--- src/rtl/vpd_pkg.sv ---
// Shared constants and types for the VP9 payload descriptor parser.
package vpd_pkg;

    localparam int BYTE_W   = 8;
    localparam int FLAGS_W  = 7;
    localparam int PID_W    = 15;
    localparam int FORM_W   = 2;
    localparam int IDX_W    = 3;
    localparam int PHASE_W  = 3;
    localparam int OUT_DATA_W = 48;

    localparam logic [PHASE_W-1:0] PH_IDLE  = 3'd0;
    localparam logic [PHASE_W-1:0] PH_PID1  = 3'd1;
    localparam logic [PHASE_W-1:0] PH_PID2  = 3'd2;
    localparam logic [PHASE_W-1:0] PH_LAYER = 3'd3;
    localparam logic [PHASE_W-1:0] PH_TL0   = 3'd4;

    localparam logic [FORM_W-1:0] FORM_NONE  = 2'd0;
    localparam logic [FORM_W-1:0] FORM_SHORT = 2'd1;
    localparam logic [FORM_W-1:0] FORM_LONG  = 2'd2;

    localparam logic ST_DONE      = 1'b0;
    localparam logic ST_TRUNCATED = 1'b1;

    // flag bit positions within header_flags
    localparam int FLAG_I = 6;
    localparam int FLAG_P = 5;
    localparam int FLAG_L = 4;
    localparam int FLAG_F = 3;
    localparam int FLAG_B = 2;

    typedef struct packed {
        logic               status;
        logic [FLAGS_W-1:0] header_flags;
        logic [PID_W-1:0]   picture_id;
        logic [FORM_W-1:0]  picture_id_form;
        logic [IDX_W-1:0]   spatial_index;
        logic [IDX_W-1:0]   temporal_index;
        logic               switching_up;
        logic               inter_layer_dep;
        logic [BYTE_W-1:0]  tl0_index;
        logic               has_tl0_index;
        logic               key_frame;
    } desc_t;

    function automatic logic [OUT_DATA_W-1:0] pack_desc(input desc_t d);
        pack_desc = {6'b0, d.key_frame, d.has_tl0_index, d.tl0_index, d.inter_layer_dep,
                     d.switching_up, d.temporal_index, d.spatial_index,
                     d.picture_id_form, d.picture_id, d.header_flags};
    endfunction

endpackage

--- src/rtl/vp9_payload_descriptor_parser_core.sv ---
// VP9 RTP payload descriptor parser: byte-serial decode into at most one descriptor per packet.
// An accepted byte is captured in the input register and decoded from it; its result,
// if any, is written to the result register once that register is free or being taken.
// Throughput: one payload byte per cycle; the input stalls only while the result
// register holds an untaken descriptor.
// Reset: rst_n clears both valid bits and the parse state (phase idle, fields zero).
module vp9_payload_descriptor_parser_core
(
    input  logic                         clk,
    input  logic                         rst_n,
    input  logic                         s_axis_tvalid,
    output logic                         s_axis_tready,
    input  logic [vpd_pkg::BYTE_W-1:0]   s_axis_tdata,  // [7:0] payload_byte
    input  logic                         s_axis_tuser,  // [0] first_of_packet
    input  logic                         s_axis_tlast,  // last_of_packet
    output logic                         m_axis_tvalid,
    input  logic                         m_axis_tready,
    // [6:0] header_flags, [21:7] picture_id, [23:22] picture_id_form,
    // [26:24] spatial_index, [29:27] temporal_index, [30] switching_up,
    // [31] inter_layer_dep, [39:32] tl0_index, [40] has_tl0_index, [41] key_frame
    output logic [vpd_pkg::OUT_DATA_W-1:0] m_axis_tdata,
    output logic                         m_axis_tuser   // [0] status
);
    import vpd_pkg::*;

    logic               in_valid_reg;
    logic [BYTE_W-1:0]  in_byte_reg;
    logic               in_first_reg;
    logic               in_last_reg;

    logic [PHASE_W-1:0] phase_reg, phase_next;
    logic [FLAGS_W-1:0] flags_reg, flags_next;
    logic [PID_W-1:0]   pid_reg, pid_next;
    logic [FORM_W-1:0]  form_reg, form_next;
    logic [BYTE_W-1:0]  layer_reg, layer_next;

    logic               out_valid_reg, out_valid_next;
    desc_t              out_reg;
    desc_t              desc;
    logic               emit;
    logic               advance;
    logic               in_accept;

    assign advance       = !out_valid_reg || m_axis_tready;
    assign s_axis_tready = !in_valid_reg || advance;
    assign in_accept     = s_axis_tvalid && s_axis_tready;

    always_comb
    begin
        logic       done;
        logic       has_layer;
        logic       has_tl0;
        logic       cont;
        logic [IDX_W-1:0] sl;

        phase_next = phase_reg;
        flags_next = flags_reg;
        pid_next   = pid_reg;
        form_next  = form_reg;
        layer_next = layer_reg;
        done       = 1'b0;
        has_layer  = 1'b0;
        has_tl0    = 1'b0;
        cont       = 1'b1;

        if (in_first_reg)
        begin
            flags_next = in_byte_reg[7:1];
            pid_next   = '0;
            form_next  = FORM_NONE;
            layer_next = '0;
            if (in_byte_reg[FLAG_I+1])
                phase_next = PH_PID1;
            else if (in_byte_reg[FLAG_L+1])
                phase_next = PH_LAYER;
            else
                done = 1'b1;
        end
        else
        begin
            unique case (phase_reg)
                PH_PID1:
                begin
                    if (in_byte_reg[7])
                    begin
                        pid_next   = {in_byte_reg[6:0], 8'b0};
                        form_next  = FORM_LONG;
                        phase_next = PH_PID2;
                    end
                    else
                    begin
                        pid_next  = {8'b0, in_byte_reg[6:0]};
                        form_next = FORM_SHORT;
                        if (!flags_reg[FLAG_L])
                            done = 1'b1;
                        else
                            phase_next = PH_LAYER;
                    end
                end
                PH_PID2:
                begin
                    pid_next = pid_reg | {7'b0, in_byte_reg};
                    if (!flags_reg[FLAG_L])
                        done = 1'b1;
                    else
                        phase_next = PH_LAYER;
                end
                PH_LAYER:
                begin
                    layer_next = in_byte_reg;
                    phase_next = PH_TL0;
                end
                PH_TL0:
                begin
                    done      = 1'b1;
                    has_layer = 1'b1;
                    has_tl0   = !flags_reg[FLAG_F];
                end
                default:
                begin
                    phase_next = PH_IDLE;
                    cont       = 1'b0;
                end
            endcase
        end

        sl = has_layer ? layer_next[3:1] : '0;
        desc = '0;
        desc.header_flags = flags_next;
        emit = 1'b0;
        if (done)
        begin
            emit                 = 1'b1;
            phase_next           = PH_IDLE;
            desc.status          = ST_DONE;
            desc.picture_id      = pid_next;
            desc.picture_id_form = form_next;
            if (has_layer)
            begin
                desc.spatial_index   = sl;
                desc.temporal_index  = layer_next[7:5];
                desc.switching_up    = layer_next[4];
                desc.inter_layer_dep = layer_next[0];
            end
            if (has_tl0)
            begin
                desc.tl0_index     = in_byte_reg;
                desc.has_tl0_index = 1'b1;
            end
            desc.key_frame = !flags_next[FLAG_P] && flags_next[FLAG_B] && (sl == '0);
        end
        else if (cont && in_last_reg)
        begin
            emit        = 1'b1;
            phase_next  = PH_IDLE;
            desc.status = ST_TRUNCATED;
        end

        out_valid_next = out_valid_reg && !m_axis_tready;
        if (advance)
            out_valid_next = in_valid_reg && emit;
    end

    always_ff @(posedge clk or negedge rst_n)
    begin
        if (!rst_n)
        begin
            in_valid_reg  <= 1'b0;
            out_valid_reg <= 1'b0;
            phase_reg     <= PH_IDLE;
            flags_reg     <= '0;
            pid_reg       <= '0;
            form_reg      <= FORM_NONE;
            layer_reg     <= '0;
        end
        else
        begin
            out_valid_reg <= out_valid_next;
            if (s_axis_tready)
                in_valid_reg <= s_axis_tvalid;
            if (in_valid_reg && advance)
            begin
                phase_reg <= phase_next;
                flags_reg <= flags_next;
                pid_reg   <= pid_next;
                form_reg  <= form_next;
                layer_reg <= layer_next;
            end
        end
    end

    always_ff @(posedge clk)
    begin
        if (in_accept)
        begin
            in_byte_reg  <= s_axis_tdata;
            in_first_reg <= s_axis_tuser;
            in_last_reg  <= s_axis_tlast;
        end
        if (in_valid_reg && advance && emit)
            out_reg <= desc;
    end

    assign m_axis_tvalid = out_valid_reg;
    assign m_axis_tdata  = pack_desc(out_reg);
    assign m_axis_tuser  = out_reg.status;

    a_trunc_fields_zero: assert property (@(posedge clk) disable iff (!rst_n)
        (m_axis_tvalid && out_reg.status == ST_TRUNCATED) |->
        (out_reg.picture_id == '0 && out_reg.picture_id_form == FORM_NONE &&
         !out_reg.has_tl0_index && !out_reg.key_frame))
        else $error("truncated item carries descriptor fields");

    a_tl0_needs_layer: assert property (@(posedge clk) disable iff (!rst_n)
        (m_axis_tvalid && out_reg.has_tl0_index) |->
        (out_reg.header_flags[FLAG_L] && !out_reg.header_flags[FLAG_F]))
        else $error("TL0 index reported without L set and F clear");

    a_key_frame_flags: assert property (@(posedge clk) disable iff (!rst_n)
        (m_axis_tvalid && out_reg.key_frame) |->
        (!out_reg.header_flags[FLAG_P] && out_reg.header_flags[FLAG_B] &&
         out_reg.spatial_index == '0))
        else $error("key frame flag inconsistent with header flags");

    a_phase_legal: assert property (@(posedge clk) disable iff (!rst_n)
        (phase_reg == PH_PID2) |-> (form_reg == FORM_LONG && flags_reg[FLAG_I]))
        else $error("second picture id byte expected without long form");

endmodule

--- config.mk ---
export PLATFORM = sky130hd
export DESIGN_NAME = vp9_payload_descriptor_parser_core
export DESIGN_NICKNAME = d
export VERILOG_FILES = /design/src/rtl/vpd_pkg.sv /design/src/rtl/vp9_payload_descriptor_parser_core.sv
export SDC_FILE = /design/constraint.sdc
export NUM_CORES = 1
export LEC_CHECK = 0
export ABC_CLOCK_PERIOD_IN_PS = 5100
export BUFFER_PORTS_ARGS = -buffer_cell sky130_fd_sc_hd__buf_2
export CAP_MARGIN = 20
export CORE_ASPECT_RATIO = 0.8
export CORE_MARGIN = 1
export CORE_UTILIZATION = 40
export DETAILED_ROUTE_END_ITERATION = 7
export PLACE_DENSITY_LB_ADDON = 0.2
export SETUP_SLACK_MARGIN = 0.3
export SLEW_MARGIN = 20
export SYNTH_ARGS = -nofsm -noshare
export SYNTH_HDL_FRONTEND = slang
export SYNTH_SLANG_ARGS = --single-unit
--- constraint.sdc ---
create_clock -name clk -period 5.1 [get_ports clk]
set_clock_uncertainty 0.1 [all_clocks]
set_input_delay 0.765 -clock clk [delete_from_list [all_inputs] [get_ports clk]]
set_output_delay 0.765 -clock clk [all_outputs]
set_load 0.1 [all_outputs]
==> qor.yml, run 1 <==
worst_setup_path:
  cp-end-kind: "flip-flop"
  crit_fanout: 31
  worstReg2RegEnd: "m_axis_tdata[40]"
  worstReg2RegStart: "in_first_reg"
  reg2regPathDepth: 6
  cp.required_ps: 5010
  worstPathArrival_ps: 3340
  cp-start-kind: "flip-flop"
  ff2ff_setup_slack_ps: 1680
  critical_path_class: "flip-flop to flip-flop"
job:
  drv_cap: 0
timing:
  slew_headroom_pct: 31.0
  finalMaxSlewViolations: 0
  setup_viol: 0
  hold_ws_ps: 384
  setup_tns_ps: 0
  min_period_over_period_pct: 67.1
  worst_pin_slew_ps: 1030
  layout_setup_ws_ps: 1680
  rsz0062_at_grt: "false"
  fmax_mhz: 292
  final.min_clock_period_ps: 3420
  final_hold_viol_count: 0
min_path:
  hold_path_end: "form_reg[0]"
  hold_class: "flip-flop to flip-flop"
  hp-start: "form_reg[0]"
  min_delay_path_depth: 2
synth:
  postSynthAreaPerCell_um2: 13.4
  synth_edf_count: 53
  synth_async_sr_flop_share_pct: 41.1
  synth.ff_latch_count: 90
  synth_top_area_share_pct: 41.6
  yosysWarnings: 0
  synthFlopType: "edfxtp_1"
  ys_seq_area_share_pct: 65.7
  synth.distinct_cells: 48
  synth_top_cell_by_area: "edfxtp_1"
  syn_inst: 285
  synth_area_mm2: 0.00383
  synth.area.top_cells: "edfxtp_1 (42%), dfrtp_1 (24%), a22oi_1 (4.3%)"
power:
  ir_drop_uv: 247
  seqPwrFrac_pct: 39.2
  pwr_density_cell_mw_per_mm2: 606
  p_switching_uw: 1070
  power.internal_uw: 1680
  pwr-share-comb_pct: 32.4
  power_uw: 2750
  switching_share_pct: 38.9
  pwr-share-clk_pct: 28.5
  p_leak_uw: 0.00181
floorplan:
  fp.coreArea_mm2: 0.00919
  io-pin-count: 65
  dieArea_mm2: 0.00997
  start_util_pct: 41.7
  die_y_um: 89.5
  placementRows: 31
  die_w_um: 111
placement:
  portBuffers: 58
  dp_hpwl_um: 5060
  pre_cts_ws_ps: 1660
  gp_congestion: 0.874
  dpl-instance-area_mm2: 0.00417
clock_network:
  clockRootBuffer: "clkbuf_16"
  post_cts_buffers: 0
  ctsResizeCount: 0
  cts.path.max_buffers: 2
  hold_buffers: 0
  numClockSinks: 90
  tritoncts: "yes"
  cts_made_buffers: 9
  clkTransAtPathRegs_ps: 60
  insertion_delay_ps: 340
  htreeDepth: 3
global_routing:
  grt_pass1_wl_um: 12100
  grt_pass1_vias: 2155
  antenna_found_initial: 0
  grt_max_degree: 38
  grt_overflow: 0
  grt_use_total_pct: 16.6
route:
  vias: 2364
  wl_per_cell_um: 16.9
  firstDrtPassIters: 6
  postRouteAntennaNets: 0
  via_per_inst: 5.17
  initialDrtViolationCount: 205
  finalWirelength_um: 7730
  drt_drc_violations_left: 15
status:
  status: "finished, violations left"
  failed_checks: "design-rule violations"
cells_and_area:
  largest_register_ffs: 42
  drive_gt1_share_pct: 29.8
  diodes: 0
  fill_cells: 810
  num-nets-final: 351
  final_cell_mix: "buf_2 (58), edfxtp_1 (53), dfrtp_1 (37)"
  post-route-cell-area_mm2: 0.00453
  syn_to_final_growth_pct: 18.3
  final_common_cell: "buf_2"
[synth_stat cells (all sizes together) (5+ instances only)]
master and count:
edfxtp 53, dfrtp 37, a21oi 5, and2 19, mux2 10, buf 17
a22oi 22, nor2 21, a22o 8, o21ai 18, inv 6, clkbuf 8
nand2 16, a32o 7
[power by group through the flow]
| stage | sequential, uW | clock, uW | combinational (uW) |
|---|---|---|---|
| finish | 1080 | 781 | 890 |
| CTS | 1080 | 800 | 895 |
| global route | 1100 | 823 | 944 |
| detailed placement | 1090 | 0 | 894 |
| floorplan | 1470 | 0 | 364 |
| global placement | 1090 | 0 | 886 |
[critical path: stages, from the launching register on]
cell and delay, ps:
edfxtp_1 800, nor4b_1 440, buf_4 230, a21oi_1 100, a21boi_2 280, a21oi_4 740, buf_4 400
[final cells by class]
class	count	area, um^2	share of cell area [%]
clock inverter	4	95.1	2.10
multi-input combinational	169	1170	25.8
tap	115	144	3.18
sequential	90	2520	55.6
inverter	6	22.5	0.497
timing repair buffer	61	313	6.91
clock buffer	12	268	5.91
[kinds of logic after synthesis]
kind of cell / count (synthesis) / share of synthesized area, %
AOI/OAI and AO/OA: 77 / 15.2
buffers and inverters: 31 / 4.51
DFF: 90 / 65.7
muxes: 10 / 2.94
other: 1 / 0.0979
and+or+nand+nor: 76 / 11.6
[routing by layer]
layer,vias up,track usage [%],part of all wire (%)
met5,-,0,0
met4,0,5.53,0.69
met3,5,5.08,5.1
met2,67,23.0,43
met1,1150,24.6,51
li1,1142,-,-
[worst max path at each step]
stage | cells past startpoint | startpoint | to | slack, ps
global placement | 6 | in_first_reg | m_axis_tdata[15] | 1760
CTS | 6 | in_first_reg | m_axis_tdata[15] | 1630
global route | 6 | in_first_reg | m_axis_tdata[15] | 1420
detailed placement | 6 | in_first_reg | m_axis_tdata[20] | 1660
finish | 6 | in_first_reg | m_axis_tdata[40] | 1680
floorplan | 5 | m_axis_tvalid | m_axis_tdata[0] | 880
[through the flow]
step                      util, %  cells
final                        49.3    457
after CTS                    49.3    457
after detailed placement     45.3    441
after global placement       45.3    441
after floorplan                 -    290
after global routing         49.3    457
(Power assumes the default switching activity.)
==> run 2: changes to the inputs <==
- ABC_CLOCK_PERIOD_IN_PS: 5100 -> 3300
- clock period: 5.1 -> 3.3 ns (I/O delays scaled with it)
==> qor.yml, run 2 (same netlist as run 1, synthesis figures left out) <==
clock_network:
  ctsResizeCount: 0  # unchanged
  htreeDepth: 3  # unchanged
  cts.path.max_buffers: 2  # unchanged
  clockRootBuffer: "clkbuf_16"
  insertion_delay_ps: 330  # about the same
  numClockSinks: 90  # unchanged
  hold_buffers: 0  # unchanged
  post_cts_buffers: 0  # unchanged
  tritoncts: "yes"
  cts_made_buffers: 9  # unchanged
  clkTransAtPathRegs_ps: 60  # about the same
worst_setup_path:
  crit_buf_inv: 2  # unchanged
  worstPathArrival_ps: 2410  # -930 ps
  cp_top_family: "compound AO/OA/AOI/OAI gates"
  crit_fanout: 34  # +9.7%
  critical_path_class: "flip-flop to flip-flop"
  cp-start-kind: "flip-flop"
  cp.depth: 6  # unchanged
  path_cells: "nor4b_1, buf_4, a21oi_1, a21boi_2, a21oi_4, buf_12"
  cp.required_ps: 3230  # -1780 ps
  critPathSlowestCell: "dfrtp_1"
  reg2regPathDepth: 6  # unchanged
  cp-end-kind: "flip-flop"
  crit_path_max_incr_delay_ps: 590  # -210 ps
power:
  seqPwrFrac_pct: 40.7  # +1.5 points
  pwr-share-comb_pct: 34.8  # +2.4 points
  switching_share_pct: 40.5  # +1.6 points
  p_leak_uw: 0.00180  # -0.93%
  pwr-share-clk_pct: 24.6  # -3.9 points
  power.internal_uw: 2410  # +43%
  pwr_density_cell_mw_per_mm2: 900  # +48%
  ir_drop_uv: 389  # +58%
  p_switching_uw: 1640  # +53%
cells_and_area:
  final_common_cell: "buf_2"
  fill_cells: 830  # +2.5%
  final_cell_mix: "buf_2 (58), edfxtp_1 (53), dfrtp_1 (37)"
  largest_register_ffs: 42  # unchanged
  syn_to_final_growth_pct: 17.3
  num-nets-final: 354  # +0.85%
  post-route-cell-area_mm2: 0.00449  # -0.83%
  drive_gt1_share_pct: 29.9  # +0.031 points
  diodes: 0  # unchanged
route:
  wl_per_cell_um: 17.0  # +0.43%
  vias: 2430  # +2.8%
  finalWirelength_um: 7820  # +1.1%
  initialDrtViolationCount: 215  # +4.9%
  via_per_inst: 5.28  # +2.1%
  firstDrtPassIters: 6  # unchanged
  postRouteAntennaNets: 0  # unchanged
  drt_drc_violations_left: 14  # -1
status:
  status: "finished, violations left"
  failed_checks: "design-rule violations"
floorplan:
  fp.coreArea_mm2: 0.00919  # unchanged
  io-pin-count: 65  # unchanged
  placementRows: 31  # unchanged
  start_util_pct: 41.7  # unchanged
  die_y_um: 89.5  # unchanged
  die_w_um: 111  # unchanged
  dieArea_mm2: 0.00997  # unchanged
job:
  drv_cap: 0  # unchanged
placement:
  portBuffers: 58  # unchanged
  dp_hpwl_um: 5180  # +2.4%
  gp_congestion: 0.894  # +2.3%
  dpl-instance-area_mm2: 0.00420  # +0.84%
timing:
  finalMaxSlewViolations: 0  # unchanged
  final_hold_viol_count: 0  # unchanged
  slew_headroom_pct: 42.8  # +12 points
  min_period_over_period_pct: 75.4  # +8.2 points
  rsz0062_at_grt: "false"
  worst_pin_slew_ps: 859  # -176 ps
  fmax_mhz: 402  # +38%
  setup_tns_ps: 0  # unchanged
  final.min_clock_period_ps: 2490  # -936 ps
  setup_viol: 0  # unchanged
global_routing:
  grt_pass1_vias: 2413  # +12%
  grt_use_total_pct: 17.5  # +0.88 points
  grt_overflow: 0  # unchanged
  antenna_found_initial: 0  # unchanged
  grt_max_degree: 38  # unchanged
  grt_pass1_wl_um: 12800  # +5.9%
min_path:
  hold_class: "input port to asynchronous set/reset pin"
==> run 2: cell types whose count changed in the layout (fill, tap and decap cells not counted) <==
cell | before | now
buf_4 | 3 | 5
bufinv_16 | 3 | 1
clkbuf_1 | 1 | 3
buf_12 | 0 | 1
clkbuf_16 | 10 | 9
clkinv_2 | 1 | 2
==> run 2: power by group through the flow <==
stage / Clock, uW / Combinational, uW / Sequential, uW
final: 993 / 1410 / 1640
after global routing: 1060 / 1490 / 1680
after CTS: 1020 / 1420 / 1650
after detailed placement: 0 / 1410 / 1670
after global placement: 0 / 1400 / 1670
after floorplan: 0 / 570 / 2270
==> run 2: layout make-up <==
class	instances	area [um^2]	share of cell area, %
tap	115	144	3.20
clock buffer	13	250	5.57
clock inverter	3	40.0	0.891
inverter	6	22.5	0.501
sequential	90	2520	56.0
multi-input combinational	169	1170	26.0
timing repair buffer	64	348	7.74
==> run 2: metrics by stage <==
stage | total power (uW) | cells | setup WS [ps] | utilization, % | hold WS [ps]
after floorplan | 2840 | 290 | 406 | - | 99.4
after global placement | 3060 | 444 | 875 | 45.7 | 362
after detailed placement | 3080 | 444 | 837 | 45.7 | 367
after CTS | 4080 | 460 | 818 | 48.9 | 202
after global routing | 4230 | 460 | 623 | 48.9 | 219
final | 4040 | 460 | 813 | 48.9 | 172
==> run 2: worst register-to-register path: cells and delay by family, from the launching register on <==
| family | cells | cell delay, ps |
|---|---|---|
| AOI/OAI and AO/OA | 3 | 670 |
| and+or+nand+nor | 1 | 300 |
| DFF | 1 | 590 |
| buffers and inverters | 2 | 490 |
==> run 2: worst paths after layout <==
kind                                      start              end  slack, ps
worst max register to register     phase_reg[2]  m_axis_tdata[2]        810
worst max-delay path               phase_reg[2]  m_axis_tdata[2]        810
min in group clk                s_axis_tdata[5]   in_byte_reg[5]        240
max in group asynchronous                 rst_n     flags_reg[3]       2390
worst min-delay path                      rst_n      pid_reg[12]        170
worst min register to register      form_reg[1]      form_reg[1]        380
==> run 2: layer usage <==
layer,wire [um],vias up,GRT usage [%]
li1,-,1150,-
met1,3620,1176,23.4
met2,3530,91,26.6
met3,538,13,5.36
met4,129,0,7.25
met5,0,-,0
